--- config.mk ---
export PLATFORM = sky130hd
export DESIGN_NAME = okvt_cell
export DESIGN_NICKNAME = d
export VERILOG_FILES = /design/src/sv/okvt_pkg.sv /design/src/sv/okvt_cell.sv
export SDC_FILE = /design/constraint.sdc
export NUM_CORES = 1
export LEC_CHECK = 0
export ABC_AREA = 0
export CORE_MARGIN = 2
export CORE_UTILIZATION = 60
export CTS_BUF_LIST = sky130_fd_sc_hd__clkbuf_4
export CTS_CLUSTER_SIZE = 25
export DETAILED_ROUTE_END_ITERATION = 8
export DONT_BUFFER_PORTS = 1
export PLACE_DENSITY = 0.77
export SETUP_SLACK_MARGIN = 0.2
export SYNTH_ARGS = -nofsm -noshare
export SYNTH_HDL_FRONTEND = slang
export SYNTH_SLANG_ARGS = --single-unit
--- constraint.sdc ---
create_clock -name clk_i -period 3.06 [get_ports clk_i]
set_input_delay 0.765 -clock clk_i [delete_from_list [all_inputs] [get_ports clk_i]]
set_output_delay 0.765 -clock clk_i [all_outputs]
set_load 0.01 [all_outputs]
--- src/sv/okvt_pkg.sv ---
`timescale 1ns / 1ps
// Package for the ordered key/value table: sizes, beat layouts, action and
// state codes, and the control word broadcast along the cell chain.
// No dependencies.
package okvt_pkg;

  localparam int ENTRIES = 64;
  localparam int IDX_W   = (ENTRIES > 1) ? $clog2(ENTRIES) : 1;
  localparam int CNT_W   = $clog2(ENTRIES + 1);

  localparam int ACT_W = 3;
  localparam int KEY_W = 8;
  localparam int VAL_W = 32;
  localparam int OCC_W = 7;
  localparam int ECN_W = 7;
  localparam int CMP_W = (CNT_W > OCC_W) ? CNT_W : OCC_W;

  // input beat: action, key, value, occurrence
  localparam int ACT_LSB = 0;
  localparam int KEY_LSB = ACT_LSB + ACT_W;
  localparam int VAL_LSB = KEY_LSB + KEY_W;
  localparam int OCC_LSB = VAL_LSB + VAL_W;
  localparam int IN_RAW  = OCC_LSB + OCC_W;
  localparam int IN_W    = ((IN_RAW + 7) / 8) * 8;

  // output beat: found, result_value, entry_count, overflow
  localparam int OUT_RAW = 1 + VAL_W + ECN_W + 1;
  localparam int OUT_W   = ((OUT_RAW + 7) / 8) * 8;
  localparam int OUT_PAD = OUT_W - OUT_RAW;

  typedef enum logic [ACT_W-1:0] {
    ACT_ADD      = 3'd0,
    ACT_GET      = 3'd1,
    ACT_SET      = 3'd2,
    ACT_POP      = 3'd3,
    ACT_REM_NTH  = 3'd4,
    ACT_REM_ALL  = 3'd5,
    ACT_REM_LAST = 3'd6
  } act_e;

  typedef enum logic [1:0] {
    ST_IDLE,
    ST_SCAN,
    ST_APPEND,
    ST_FIN
  } state_e;

  typedef enum logic [1:0] {
    OP_HOLD,
    OP_ROTATE,
    OP_DROP,
    OP_APPEND
  } cell_op_e;

  typedef struct packed {
    cell_op_e          op;
    logic [IDX_W-1:0]  tail;
    logic [KEY_W-1:0]  key;
    logic [VAL_W-1:0]  val;
  } cell_ctl_t;

endpackage

--- src/sv/okvt_cell.sv ---
`timescale 1ns / 1ps
// One table slot of the ordered key/value table chain.
// Depends on okvt_pkg for widths and the broadcast control word.
module okvt_cell import okvt_pkg::*; (
  input  logic             clk_i,
  input  logic [IDX_W-1:0] idx_i,
  input  cell_ctl_t        ctl_i,
  input  logic [KEY_W-1:0] nbr_key_i,
  input  logic [VAL_W-1:0] nbr_val_i,
  output logic [KEY_W-1:0] key_o,
  output logic [VAL_W-1:0] val_o
);

  logic [KEY_W-1:0] key_q, key_d;
  logic [VAL_W-1:0] val_q, val_d;
  logic             below_tail, at_tail;

  always_comb begin
    below_tail = idx_i < ctl_i.tail;
    at_tail    = idx_i == ctl_i.tail;
    key_d      = key_q;
    val_d      = val_q;
    case (ctl_i.op)
      OP_ROTATE: begin
        if (below_tail) begin
          key_d = nbr_key_i;
          val_d = nbr_val_i;
        end else if (at_tail) begin
          key_d = ctl_i.key;
          val_d = ctl_i.val;
        end
      end
      OP_DROP: begin
        if (below_tail) begin
          key_d = nbr_key_i;
          val_d = nbr_val_i;
        end
      end
      OP_APPEND: begin
        if (at_tail) begin
          key_d = ctl_i.key;
          val_d = ctl_i.val;
        end
      end
      default: ;
    endcase
  end

  always_ff @(posedge clk_i) begin
    key_q <= key_d;
    val_q <= val_d;
  end

  assign key_o = key_q;
  assign val_o = val_q;

endmodule

==> reports/metrics.cfg <==
[outcome]
outcome=completed

[clock_tree]
clock_latency_ps=330
cts_setup_buffers=0
root_buffer=clkbuf_4
numCtsBuffers=5
cts_hold_buf=0
cts_buffer_depth=2
cts_resized=0
clock-sinks=40
clk_pin_slew_ps=110
cts_tree=yes
htree_num_levels=2

[grt]
gr-usage-met1=0.242
first_global_vias=1402
grtUsageMet2=0.337
antenna_found_initial=0
grt_max_degree=41
grt_pass1_wl_um=7650
gr-usage-all-layers=0.198
grt_busiest_layer=met2
overflow=0
grt_util_met3=0.0563

[power_and_ir_drop]
finalPower_mw=1.42
max-vdd-ir-drop_v=0.000219
powerDensity_nw_per_um2=509
leakage_nw=1.29

[synthesis]
netlist-cell-type-count=16
synth_top_area_frac=0.440
synth_compound_area_frac=0.0215
synth_fa_ha_area_frac=0.0275
synthTopCellsByCount=80 x mux2_4, 40 x edfxtp_1, 7 x inv_1, 6 x ha_1
synth_edf_count=40
synthMuxAreaShare=0.440
synth-async-reset-ratio=0
ys_seq_area_frac=0.440
syn_inst=151
synth_top_family_by_area=multiplexers
netlist_area_um2=2730
yosysTopAreaCell=edfxtp_1
syn_area_per_cell_um2=18.1
synthTopCellsByArea=edfxtp_1 44%, mux2_4 44%, buf_12 2.9%
synthFlopType=edfxtp_1
synth-xor-area-share=0
synth_warnings=0
synth_seq_cells=40
synthSimpleGateAreaFrac=0.0160
synth_most_common_cell=mux2_4
syn-num-nets=252

[run]
max-cap-violations=0

[finish]
fillers=322
nets=255
stdcell_count=204
synthToLayoutAreaGrowth_pct=2.15
antenna_cells=0
drive_gt1_frac=0.618
postLayoutCoreUtil=0.636

[die]
die_h_um=71.5
die_area_um2=5110
fp.dieW_um=71.5
core_um2=4380
std_cell_rows=24
io_pins=135
floorplan.initialDensity=0.623

[critical_path]
crit_start=ctl_i[45]
cp_top_family=multiplexers
timing.rr.end=val_o[4]$_DFFE_PP_
worst-path-buf-inv=2
arrival_ps=2420
regToRegStartpoint=val_o[4]$_DFFE_PP_
worstSetupEndpoint=val_o[18]$_DFFE_PP_
startpoint_type=input port
cpMostUsedCell=mux2_4
ff2ff_setup_slack_ps=1800
crit_fanout=18
required_ps=3150
crit_type=in2reg
slowest_stage=ha_1
worst-path-stages=7
cp_cell_sequence=inv_1 -> ha_1 -> and4_4 -> nand3_4 -> buf_12 -> mux2_4 -> mux2_4
cpPeakStageDelay_ps=300
worstRegToRegCells=2
crit_path_end_kind=register

[sta]
rsz0062_at_grt=no
fin_skew_ps=0
post-route-min-period_ps=2330
hold_violations=0
maxSlewHeadroom=0.774
fin_tns_setup_ps=0
fin_crit_sh=0.762
tightest_slew_ps=339
setup_viol=0
slew_violations=0
whs_ps=641
fmax_mhz=429

[detailed_routing]
wirelength_um=5190
remaining_drc_errors=0
drt_iter0_markers=64
vias=1318
post_drt_wl_per_cell_um=25.4
ant_nets=0
vias_per_cell=6.46
drt_pass1_iterations=4

[placement]
io_buffers=0
place_congestion=0.761
dp.cells=199
hpwl_um=3710

[hold_path]
hp-class=in2reg

==> worst min path at each step <==
stage,depth (start not counted),startpoint,to
after CTS,1,nbr_key_i[4],key_o[4]$_DFFE_PP_
final,1,nbr_val_i[24],val_o[24]$_DFFE_PP_
after global placement,2,val_o[22]$_DFFE_PP_,val_o[22]$_DFFE_PP_
after detailed placement,2,val_o[29]$_DFFE_PP_,val_o[29]$_DFFE_PP_
after global routing,1,nbr_key_i[4],key_o[4]$_DFFE_PP_
after floorplan,2,key_o[0]$_DFFE_PP_,key_o[0]$_DFFE_PP_
==> placed cells by master (no fill, tap or decap), drive strengths merged <==
master / count
a41o: 1
buf: 4
nand3: 2
nor2: 1
a41oi: 1
inv: 7
clkbuf: 5
mux2: 80
o21ai: 1
edfxtp: 40
a21o: 1
ha: 6
a21oi: 1
nor2b: 1
and4: 1
==> cell type report <==
type                       count  area, um^2  area share
inverter                       7        26.3     0.00942
clock buffer                   5        37.5      0.0135
timing repair buffer           4        80.1      0.0287
multi-input combinational     96        1380       0.495
sequential                    40        1200       0.430
tap                           52        65.1      0.0233
==> sequential cells by signal (all words and copies together) (netlist names) <==
| name | cells |
|---|---|
| val_o | 32 |
| key_o | 8 |
==> routing by layer <==
layer  share of wire  vias to the layer above
li1                -                      584
met1            0.38                      643
met2            0.52                       84
met3           0.088                        7
met4           0.014                        0
met5               0                        -
==> through the flow <==
stage	worst slack [ps]	instance area (um^2)
2_1_floorplan	231	2730
3_3_place_gp	423	2750
3_5_place_dp	367	2750
4_1_cts	729	2790
5_1_grt	678	2790
6_report	729	2790
==> where the power goes <==
group | internal [mW] | switching (mW) | leakage (nW)
logic | 0.258 | 0.121 | 0.870
clock network | 0.0770 | 0.151 | 0.0230
registers | 0.718 | 0.0964 | 0.401
==> worst reg2reg max path: cells and delay by family, from the launching register on <==
family / cells / cell delay, ps
flip-flops: 1 / 470
multiplexers: 2 / 560
==> logic make-up (layout without fill, tap and decap cells) <==
| group | count (synthesis) | after routing |
|---|---|---|
| DFF | 40 | 40 |
| and+or+nand+nor | 5 | 5 |
| muxes | 80 | 80 |
| buffers and inverters | 15 | 16 |
| AOI/OAI and AO/OA | 5 | 5 |
| adders and majority gates | 6 | 6 |
No activity file was read; power rests on OpenSTA's default activity.
